## src/rtl/rbs_pkg.sv

```systemverilog
// Package for the restart backoff supervisor: sizes, register indexes,
// reset values, controller states and the command/status structs.
// No dependencies.
package rbs_pkg;

  localparam int ENTRIES = 8;
  localparam int IDX_W   = $clog2(ENTRIES);

  localparam int CFG_ADDR_W = 4;

  localparam logic [7:0]  RESTART_LIMIT_RST = 8'd3;
  localparam logic [31:0] BACKOFF_BASE_RST  = 32'd100;
  localparam logic [31:0] BACKOFF_CAP_RST   = 32'd5000;

  typedef enum logic [1:0] {
    REG_ENABLED_MASK  = 2'd0,
    REG_RESTART_LIMIT = 2'd1,
    REG_BACKOFF_BASE  = 2'd2,
    REG_BACKOFF_CAP   = 2'd3
  } reg_idx_t;

  typedef enum logic [2:0] {
    ST_IDLE,
    ST_FAULT,
    ST_ARM,
    ST_CHECK,
    ST_DONE
  } state_t;

  typedef struct packed {
    logic [7:0]  enabled_mask;
    logic [7:0]  restart_limit;
    logic [31:0] backoff_base;
    logic [31:0] backoff_cap;
  } cfg_t;

  typedef struct packed {
    logic             load;
    logic             fault;
    logic             arm_step;
    logic             check_step;
    logic             finish;
    logic [IDX_W-1:0] idx;
  } dp_cmd_t;

  typedef struct packed {
    logic fault_sched;
    logic out_busy;
  } dp_status_t;

  // Bit i of an eight-bit mask; entries from eight upward have no bit.
  function automatic logic bit8(logic [7:0] m, logic [IDX_W-1:0] i);
    logic [31:0] w;
    w = 32'(i);
    bit8 = (w < 32'd8) ? m[w[2:0]] : 1'b0;
  endfunction

endpackage

```

## src/rtl/restart_backoff_supervisor.sv

```systemverilog
// Top level of the restart backoff supervisor: configuration registers
// behind the APB-style port, controller and datapath instances.
// Depends on rbs_pkg, rbs_ctrl and rbs_dp.
//
//   channel   handshake                  payload
//   config    psel/penable/pwrite/pready paddr, pwdata, prdata
//   input     in_valid / in_ready        action, entry_index, tick, refuse_mask
//   output    out_valid / out_ready      scheduled .. armed_flag
//
// A fault beat that schedules a restart steps through latch, update, a sweep
// over the entry table to find the earliest due tick, and result; a fault
// beat that schedules none skips the sweep, and a check beat steps through
// latch, sweep and result. The sweep takes one entry per cycle. Reset is
// synchronous and leaves every entry idle with the default registers. A new
// beat is accepted while a result waits; the block stalls only at the end of
// that next beat until the waiting result is taken.
module restart_backoff_supervisor (
  input  logic                           clk,
  input  logic                           rst,
  input  logic                           psel,
  input  logic                           penable,
  input  logic                           pwrite,
  input  logic [rbs_pkg::CFG_ADDR_W-1:0] paddr,
  input  logic [31:0]                    pwdata,
  output logic [31:0]                    prdata,
  output logic                           pready,
  input  logic                           in_valid,
  output logic                           in_ready,
  input  logic                           action,
  input  logic [2:0]                     entry_index,
  input  logic [31:0]                    tick,
  input  logic [7:0]                     refuse_mask,
  output logic                           out_valid,
  input  logic                           out_ready,
  output logic                           scheduled,
  output logic                           killed_now,
  output logic [7:0]                     restart_mask,
  output logic [3:0]                     issued_count,
  output logic                           timer_start,
  output logic [31:0]                    timer_delay,
  output logic                           armed_flag
);
  import rbs_pkg::*;

  cfg_t       cfg;
  logic       wr_en;
  reg_idx_t   reg_idx;
  logic [7:0] init_mask;
  dp_cmd_t    cmd;
  dp_status_t status;

  assign pready  = 1'b1;
  assign wr_en   = psel && penable && pwrite && pready;
  assign reg_idx = reg_idx_t'(paddr[3:2]);

  // Entries whose enable bit rises in this write are reinitialized.
  assign init_mask = (wr_en && reg_idx == REG_ENABLED_MASK) ?
                     (pwdata[7:0] & ~cfg.enabled_mask) : 8'd0;

  always_ff @(posedge clk) begin
    if (rst) begin
      cfg.enabled_mask  <= '0;
      cfg.restart_limit <= RESTART_LIMIT_RST;
      cfg.backoff_base  <= BACKOFF_BASE_RST;
      cfg.backoff_cap   <= BACKOFF_CAP_RST;
    end else if (wr_en) begin
      unique case (reg_idx)
        REG_ENABLED_MASK:  cfg.enabled_mask  <= pwdata[7:0];
        REG_RESTART_LIMIT: cfg.restart_limit <= pwdata[7:0];
        REG_BACKOFF_BASE:  cfg.backoff_base  <= pwdata;
        REG_BACKOFF_CAP:   cfg.backoff_cap   <= pwdata;
        default: ;
      endcase
    end
  end

  always_comb begin
    unique case (reg_idx)
      REG_ENABLED_MASK:  prdata = {24'd0, cfg.enabled_mask};
      REG_RESTART_LIMIT: prdata = {24'd0, cfg.restart_limit};
      REG_BACKOFF_BASE:  prdata = cfg.backoff_base;
      REG_BACKOFF_CAP:   prdata = cfg.backoff_cap;
      default:           prdata = 32'd0;
    endcase
  end

  rbs_ctrl u_ctrl (
    .clk      (clk),
    .rst      (rst),
    .in_valid (in_valid),
    .action   (action),
    .in_ready (in_ready),
    .cmd      (cmd),
    .status   (status)
  );

  rbs_dp u_dp (
    .clk          (clk),
    .rst          (rst),
    .cfg          (cfg),
    .init_mask    (init_mask),
    .cmd          (cmd),
    .status       (status),
    .action       (action),
    .entry_index  (entry_index),
    .tick         (tick),
    .refuse_mask  (refuse_mask),
    .out_valid    (out_valid),
    .out_ready    (out_ready),
    .scheduled    (scheduled),
    .killed_now   (killed_now),
    .restart_mask (restart_mask),
    .issued_count (issued_count),
    .timer_start  (timer_start),
    .timer_delay  (timer_delay),
    .armed_flag   (armed_flag)
  );

endmodule

```

## src/rtl/rbs_ctrl.sv

```systemverilog
// Controller for the restart backoff supervisor: sequences the fault
// update, the sweep over the entry table and the result hand-off.
// Depends on rbs_pkg.
module rbs_ctrl (
  input  logic                clk,
  input  logic                rst,
  input  logic                in_valid,
  input  logic                action,
  output logic                in_ready,
  output rbs_pkg::dp_cmd_t    cmd,
  input  rbs_pkg::dp_status_t status
);
  import rbs_pkg::*;

  state_t           state;
  state_t           state_next;
  logic [IDX_W-1:0] cnt;
  logic             last;

  assign last = (cnt == IDX_W'(ENTRIES - 1));

  always_ff @(posedge clk) begin
    if (rst) begin
      state <= ST_IDLE;
      cnt   <= '0;
    end else begin
      state <= state_next;
      if ((state == ST_ARM || state == ST_CHECK) && !last) begin
        cnt <= cnt + IDX_W'(1);
      end else begin
        cnt <= '0;
      end
    end
  end

  always_comb begin
    state_next = state;
    unique case (state)
      ST_IDLE: begin
        if (in_valid) begin
          state_next = action ? ST_CHECK : ST_FAULT;
        end
      end
      ST_FAULT: begin
        state_next = status.fault_sched ? ST_ARM : ST_DONE;
      end
      ST_ARM, ST_CHECK: begin
        if (last) begin
          state_next = ST_DONE;
        end
      end
      ST_DONE: begin
        if (!status.out_busy) begin
          state_next = ST_IDLE;
        end
      end
      default: state_next = ST_IDLE;
    endcase
  end

  always_comb begin
    in_ready       = 1'b0;
    cmd            = '0;
    cmd.idx        = cnt;
    unique case (state)
      ST_IDLE: begin
        in_ready = 1'b1;
        cmd.load = in_valid;
      end
      ST_FAULT: cmd.fault = 1'b1;
      ST_ARM:   cmd.arm_step = 1'b1;
      ST_CHECK: cmd.check_step = 1'b1;
      ST_DONE:  cmd.finish = !status.out_busy;
      default: ;
    endcase
  end

endmodule

```

## src/rtl/rbs_dp.sv

```systemverilog
// Datapath for the restart backoff supervisor: entry table, fault and
// check updates, earliest-due search and the result register.
// Depends on rbs_pkg.
module rbs_dp (
  input  logic                clk,
  input  logic                rst,
  input  rbs_pkg::cfg_t       cfg,
  input  logic [7:0]          init_mask,
  input  rbs_pkg::dp_cmd_t    cmd,
  output rbs_pkg::dp_status_t status,
  input  logic                action,
  input  logic [2:0]          entry_index,
  input  logic [31:0]         tick,
  input  logic [7:0]          refuse_mask,
  output logic                out_valid,
  input  logic                out_ready,
  output logic                scheduled,
  output logic                killed_now,
  output logic [7:0]          restart_mask,
  output logic [3:0]          issued_count,
  output logic                timer_start,
  output logic [31:0]         timer_delay,
  output logic                armed_flag
);
  import rbs_pkg::*;

  logic              pending [ENTRIES];
  logic              killed [ENTRIES];
  logic [31:0]       due_tick [ENTRIES];
  logic [31:0]       backoff [ENTRIES];
  logic [7:0]        restarts_done [ENTRIES];
  logic              armed;

  logic [2:0]        idx_q;
  logic [31:0]       tick_q;
  logic [7:0]        refuse_q;
  logic              do_arm;
  logic              sched_q;
  logic              kill_q;
  logic [7:0]        rmask_q;
  logic [3:0]        issued_q;
  logic              have;
  logic [31:0]       earliest;

  logic [IDX_W-1:0]  f_idx;
  logic              f_ok;
  logic              f_kill;
  logic              f_sched;
  logic [IDX_W-1:0]  rd;
  logic [31:0]       resched_due;
  logic [IDX_W-1:0]  c;
  logic              live_pre;
  logic              due_hit;
  logic              refused;
  logic              restart;
  logic [32:0]       dbl;
  logic [31:0]       new_backoff;
  logic              pend_post;
  logic [31:0]       due_post;
  logic              live_post;
  logic              take_min;
  logic [31:0]       delay;

  // Fault decision for the latched entry.
  assign f_idx   = IDX_W'(idx_q);
  assign f_ok    = (32'(idx_q) < ENTRIES) && bit8(cfg.enabled_mask, f_idx) && !killed[f_idx];
  assign f_kill  = f_ok && (restarts_done[f_idx] >= cfg.restart_limit);
  assign f_sched = f_ok && !f_kill;

  // One shared adder for new due ticks; the fault and the sweep never overlap.
  assign rd          = cmd.fault ? f_idx : cmd.idx;
  assign resched_due = tick_q + backoff[rd];

  // Sweep step for entry c.
  assign c        = cmd.idx;
  assign live_pre = bit8(cfg.enabled_mask, c) && pending[c] && !killed[c];
  assign due_hit  = cmd.check_step && live_pre && !(tick_q < due_tick[c]);
  assign refused  = due_hit && bit8(refuse_q, c);
  assign restart  = due_hit && !refused;
  assign dbl      = {backoff[c], 1'b0};
  assign new_backoff = (dbl > {1'b0, cfg.backoff_cap}) ? cfg.backoff_cap : dbl[31:0];

  // The earliest-due search sees the entry as it stands after this step.
  assign pend_post = pending[c] && !restart;
  assign due_post  = refused ? resched_due : due_tick[c];
  assign live_post = bit8(cfg.enabled_mask, c) && pend_post && !killed[c];
  assign take_min  = (cmd.arm_step || cmd.check_step) && live_post &&
                     (!have || (due_post < earliest));

  assign delay = (earliest > tick_q) ? (earliest - tick_q) : 32'd1;

  assign status.fault_sched = f_sched;
  assign status.out_busy    = out_valid && !out_ready;

  always_ff @(posedge clk) begin
    if (rst) begin
      for (int i = 0; i < ENTRIES; i++) begin
        pending[i]       <= 1'b0;
        killed[i]        <= 1'b0;
        due_tick[i]      <= '0;
        backoff[i]       <= BACKOFF_BASE_RST;
        restarts_done[i] <= '0;
      end
    end else begin
      // Newly enabled entries start over with the current base backoff.
      for (int i = 0; i < ENTRIES; i++) begin
        if (bit8(init_mask, IDX_W'(i))) begin
          pending[i]       <= 1'b0;
          killed[i]        <= 1'b0;
          due_tick[i]      <= '0;
          backoff[i]       <= cfg.backoff_base;
          restarts_done[i] <= '0;
        end
      end
      if (cmd.fault && f_kill) begin
        killed[f_idx]  <= 1'b1;
        pending[f_idx] <= 1'b0;
      end
      if (cmd.fault && f_sched) begin
        pending[f_idx]  <= 1'b1;
        due_tick[f_idx] <= resched_due;
      end
      if (refused) begin
        due_tick[c] <= resched_due;
      end
      if (restart) begin
        pending[c] <= 1'b0;
        backoff[c] <= new_backoff;
        if (restarts_done[c] != 8'hFF) begin
          restarts_done[c] <= restarts_done[c] + 8'd1;
        end
      end
    end
  end

  always_ff @(posedge clk) begin
    if (rst) begin
      armed     <= 1'b0;
      out_valid <= 1'b0;
      do_arm    <= 1'b0;
      sched_q   <= 1'b0;
      kill_q    <= 1'b0;
      rmask_q   <= '0;
      issued_q  <= '0;
      have      <= 1'b0;
    end else begin
      if (cmd.load) begin
        do_arm   <= action;
        sched_q  <= 1'b0;
        kill_q   <= 1'b0;
        rmask_q  <= '0;
        issued_q <= '0;
        have     <= 1'b0;
      end
      if (cmd.fault) begin
        sched_q <= f_sched;
        kill_q  <= f_kill;
        if (f_sched) begin
          do_arm <= 1'b1;
        end
      end
      if (restart) begin
        rmask_q  <= rmask_q | (8'd1 << c);
        issued_q <= issued_q + 4'd1;
      end
      if (take_min) begin
        have <= 1'b1;
      end
      if (cmd.finish) begin
        out_valid <= 1'b1;
        if (do_arm) begin
          armed <= have;
        end
      end else if (out_valid && out_ready) begin
        out_valid <= 1'b0;
      end
    end
  end

  // Payload registers.
  always_ff @(posedge clk) begin
    if (cmd.load) begin
      idx_q    <= entry_index;
      tick_q   <= tick;
      refuse_q <= refuse_mask;
    end
    if (take_min) begin
      earliest <= due_post;
    end
    if (cmd.finish) begin
      scheduled    <= sched_q;
      killed_now   <= kill_q;
      restart_mask <= rmask_q;
      issued_count <= issued_q;
      if (do_arm) begin
        timer_start <= have;
        timer_delay <= have ? delay : 32'd0;
        armed_flag  <= have;
      end else begin
        timer_start <= 1'b0;
        timer_delay <= 32'd0;
        armed_flag  <= armed;
      end
    end
  end

endmodule
```

## config.mk

```make
export PLATFORM = sky130hd
export DESIGN_NAME = restart_backoff_supervisor
export DESIGN_NICKNAME = d
export VERILOG_FILES = /design/src/rtl/rbs_pkg.sv /design/src/rtl/restart_backoff_supervisor.sv /design/src/rtl/rbs_ctrl.sv /design/src/rtl/rbs_dp.sv
export SDC_FILE = /design/constraint.sdc
export NUM_CORES = 2
export LEC_CHECK = 0
export BUFFER_PORTS_ARGS = -buffer_cell sky130_fd_sc_hd__buf_2
export CORE_MARGIN = 2
export CORE_UTILIZATION = 40
export CTS_CLUSTER_SIZE = 30
export DETAILED_ROUTE_END_ITERATION = 7
export PLACE_DENSITY_LB_ADDON = 0.15
export REMOVE_ABC_BUFFERS = 1
export SLEW_MARGIN = 10
export SYNTH_ARGS = -nofsm -noshare
export SYNTH_HDL_FRONTEND = slang
export SYNTH_SLANG_ARGS = --single-unit
```

## constraint.sdc

```tcl
create_clock -name clk -period 7.4 [get_ports clk]
set_input_delay 0.74 -clock clk [delete_from_list [all_inputs] [get_ports clk]]
set_output_delay 0.74 -clock clk [all_outputs]
set_load 0.01 [all_outputs]
```

==> flow_metrics.env <==
export IMPL_cap_violations=0
export IMPL_min_delay_start="tick[18]"
export IMPL_synth_seq_cells=822
export IMPL_cts_max_level=3
export IMPL_drv_slew=0
export IMPL_r2r_end="u_dp.earliest[0]$_DFFE_PP_"
export IMPL_worstMarginPinSlew_ns=1.069
export IMPL_layout_common_cells="nand2_1 (775), edfxtp_1 (707), nor2_1 (475)"
export IMPL_rr_worst_depth=34
export IMPL_path_class="reg2reg"
export IMPL_grt_ovfl_total=0
export IMPL_clkTransAtPathRegs_ns=0.07
export IMPL_grt_pass1_wl_microns=233100
export IMPL_cts_sinks=822
export IMPL_core_sq_um=109200
export IMPL_gp_congestion=0.8994
export IMPL_numCtsBuffers=94
export IMPL_reg2reg_from="u_ctrl.state[1]$_SDFFE_PP0P_"
export IMPL_cp_arrival_ns=7.52
export IMPL_synth_simple_gate_area_share_pct=17.16
export IMPL_hpwl_microns=104000
export IMPL_postCtsHoldBufs=0
export IMPL_worstHoldPathCells=1
export IMPL_dr_pass1_iters=6
export IMPL_synth_mux_area_share_pct=5.113
export IMPL_cts_buffer_depth=3
export IMPL_fin_area_sq_um=51700
export IMPL_avgSynthCellArea_sq_um=10.05
export IMPL_ir_drop_mv=0.1770
export IMPL_syn2layout_area_growth_pct=16.99
export IMPL_crit_buf_inv=8
export IMPL_num_rows=121
export IMPL_synth_async_sr_flop_share_pct=0
export IMPL_cpPeakStageDelay_ns=0.43
export IMPL_grt_pass1_vias=34970
export IMPL_via_per_inst=5.791
export IMPL_drtIter0Drc=3914
export IMPL_cpMostUsedCell="buf_4"
export IMPL_p_leak_nw=19.80
export IMPL_die_h_microns=336.4
export IMPL_yosys_warnings=0
export IMPL_wl_microns=160100
export IMPL_synth_top_family_by_area="simple AND/OR/NAND/NOR gates"
export IMPL_root_buffer="clkbuf_16"
export IMPL_grt_max_degree=64
export IMPL_max_freq_ghz=0.1407
export IMPL_grt_util_met1_pct=36.40
export IMPL_endpoint_kind="flip-flop"
export IMPL_rrSetupSlack_ns=0.29
export IMPL_slowest_stage="or3_1"
export IMPL_nFillCells=10250
export IMPL_grtUsageTotal_pct=27.90
export IMPL_port_buffers=166
export IMPL_synth_area_sq_um=44190
export IMPL_die_w_microns=336.4
export IMPL_globalRoute_busiestLayer="met2"
export IMPL_fp_dieArea_sq_um=113200
export IMPL_synth_compound_area_share_pct=14.10
export IMPL_antenna_left=0
export IMPL_required_ns=7.81
export IMPL_layout_commonest_cell="nand2_1"
export IMPL_synth_xor_area_share_pct=1.127
export IMPL_placed_area_sq_um=48550
export IMPL_synth_flop_cell="edfxtp_1"
export IMPL_setup_viol=0
export IMPL_critPathMaxFanout=22
export IMPL_powerDensity_nw_per_um2=259.5
export IMPL_nNetsFinal=4963
export IMPL_hp_class="in2reg"
export IMPL_antenna_found_initial=0
export IMPL_relSlewSlack_pct=28.57
export IMPL_final_layout_size_suffix_gt1_share_pct=16.75
export IMPL_cp_start_kind="flip-flop"
export IMPL_use_met2_pct=47.10
export IMPL_synth_seq_area_share_pct=53.25
export IMPL_yosysUniqueCellTypes=86
export IMPL_num_vias=36240
export IMPL_ios=170
export IMPL_start_util_pct=40.49
export IMPL_synth_cells=4398
export IMPL_cts_tree="yes"
export IMPL_fin_crit_sh_pct=96.08
export IMPL_tns_ns=0
export IMPL_post_route_drc_count=0
export IMPL_synth_adder_area_share_pct=4.960
export IMPL_synth_edf_count=707
export IMPL_hold_viol=0
export IMPL_whs_endpoint="u_dp.tick_q[18]$_DFFE_PP_"
export IMPL_path_delay_family="compound AO/OA/AOI/OAI gates"
export IMPL_post_route_min_period_ns=7.110
export IMPL_status="finished, final reports clean"
export IMPL_clock_latency_ns=0.69
export IMPL_skew_ns=0.03871
export IMPL_wl_per_cell_microns=25.59
export IMPL_grtUsageMet3_pct=4.331
export IMPL_startpoint="u_ctrl.state[1]$_SDFFE_PP0P_"
-- registers in the layout, summed over array words and instances, names as in the netlist, 4 cells and up, named ones only --
signal	count
cfg	80
u_dp.backoff	256
u_dp.due_tick	256
u_dp.earliest	32
u_dp.issued_count	4
u_dp.issued_q	4
u_dp.killed	8
u_dp.pending	8
u_dp.refuse_q	8
u_dp.restart_mask	8
u_dp.restarts_done	64
u_dp.rmask_q	8
u_dp.tick_q	32
u_dp.timer_delay	32
-- how the worst max path moves through the flow --
| stage | to | depth (start not counted) |
|---|---|---|
| 2_1_floorplan | u_dp.earliest[0]$_DFFE_PP_ | 22 |
| 3_3_place_gp | u_dp.earliest[19]$_DFFE_PP_ | 36 |
| 3_5_place_dp | u_dp.earliest[21]$_DFFE_PP_ | 36 |
| 4_1_cts | u_dp.earliest[20]$_DFFE_PP_ | 35 |
| 5_1_grt | u_dp.earliest[29]$_DFFE_PP_ | 35 |
| 6_report | u_dp.earliest[0]$_DFFE_PP_ | 34 |
-- per-stage QoR --
stage | hold WS, ns | setup slack [ns] | std cells | util, % | total power [W]
6_report | 0.2360 | 0.2903 | 6258 | 47.37 | 0.01342
5_1_grt | 0.2114 | -0.002411 | 6257 | 47.37 | 0.01394
3_5_place_dp | 0.4203 | -0.2750 | 6075 | 44.48 | 0.008838
3_3_place_gp | 0.4216 | -0.1794 | 6075 | 44.48 | 0.008815
2_1_floorplan | 0.4081 | -4.598 | 4091 | - | 0.007239
4_1_cts | 0.1952 | 0.04401 | 6253 | 47.26 | 0.01340
-- cell families after synthesis --
family / Yosys count
AOI/OAI and AO/OA: 974
adders and majority gates: 174
other: 1
buffers and inverters: 444
xor gates and xnor gates: 56
DFF: 822
and+or+nand+nor: 1751
muxes: 176
-- layer usage --
| metal | wire (microns) | part of all wire, % |
|---|---|---|
| met1 | 64890 | 41 |
| met2 | 77110 | 48 |
| met3 | 12860 | 8.0 |
| met4 | 5279 | 3.3 |
| met5 | 0 | 0 |
-- cell type report --
type | instances | area [sq um] | area share, %
diodes | 1 | 2.502 | 0.004840
clock buffers | 115 | 2525 | 4.883
multi-input cells | 3132 | 19020 | 36.78
repair buffers | 515 | 3822 | 7.393
clock inverters | 60 | 435.4 | 0.8421
inverters | 137 | 514.2 | 0.9946
flip-flops and latches | 822 | 23540 | 45.53
well taps | 1476 | 1847 | 3.572
-- cell usage after synthesis, types with 35 or more instances --
library cell	count	area (sq um)
mux2i_1	111	1111
dfxtp_1	115	2302
nor3_1	47	235.2
nand3_1	199	996.0
nand2_1	789	2962
inv_1	136	510.5
mux4_2	37	833.3
a221oi_1	35	306.5
nor2b_1	76	475.5
clkbuf_1	191	716.9
nand4_1	38	237.7
ha_1	172	2152
buf_1	53	198.9
nor2_1	481	1805
o21ai_0	305	1526
a21oi_1	198	991.0
a22oi_1	189	1419
edfxtp_1	707	21230
buf_2	37	185.2
a21o_1	60	450.4
-- power breakdown --
group	switching (W)	internal [W]
sequential	0.000179	0.00525
clock	0.00195	0.00262
combinational	0.00210	0.00132
-- repair_timing --
item / CTS / global route
gates resized for setup: 12 / 16
pin swaps: 0 / 7
endpoints found under the setup margin: 32 / 33
gates cloned: 0 / 1
buffers inserted: 3 / 3
-- worst reg2reg max path, delay by kind of cell (launching register included) --
kind	cells	cell delay [ns]
xor gates and xnor gates	1	0.25
muxes	1	0.15
DFF	1	0.32
and+or+nand+nor	12	1.70
adders and majority gates	2	0.58
AOI/OAI and AO/OA	10	2.39
buffers and inverters	8	1.44
Power figures use the tool's default switching activity.
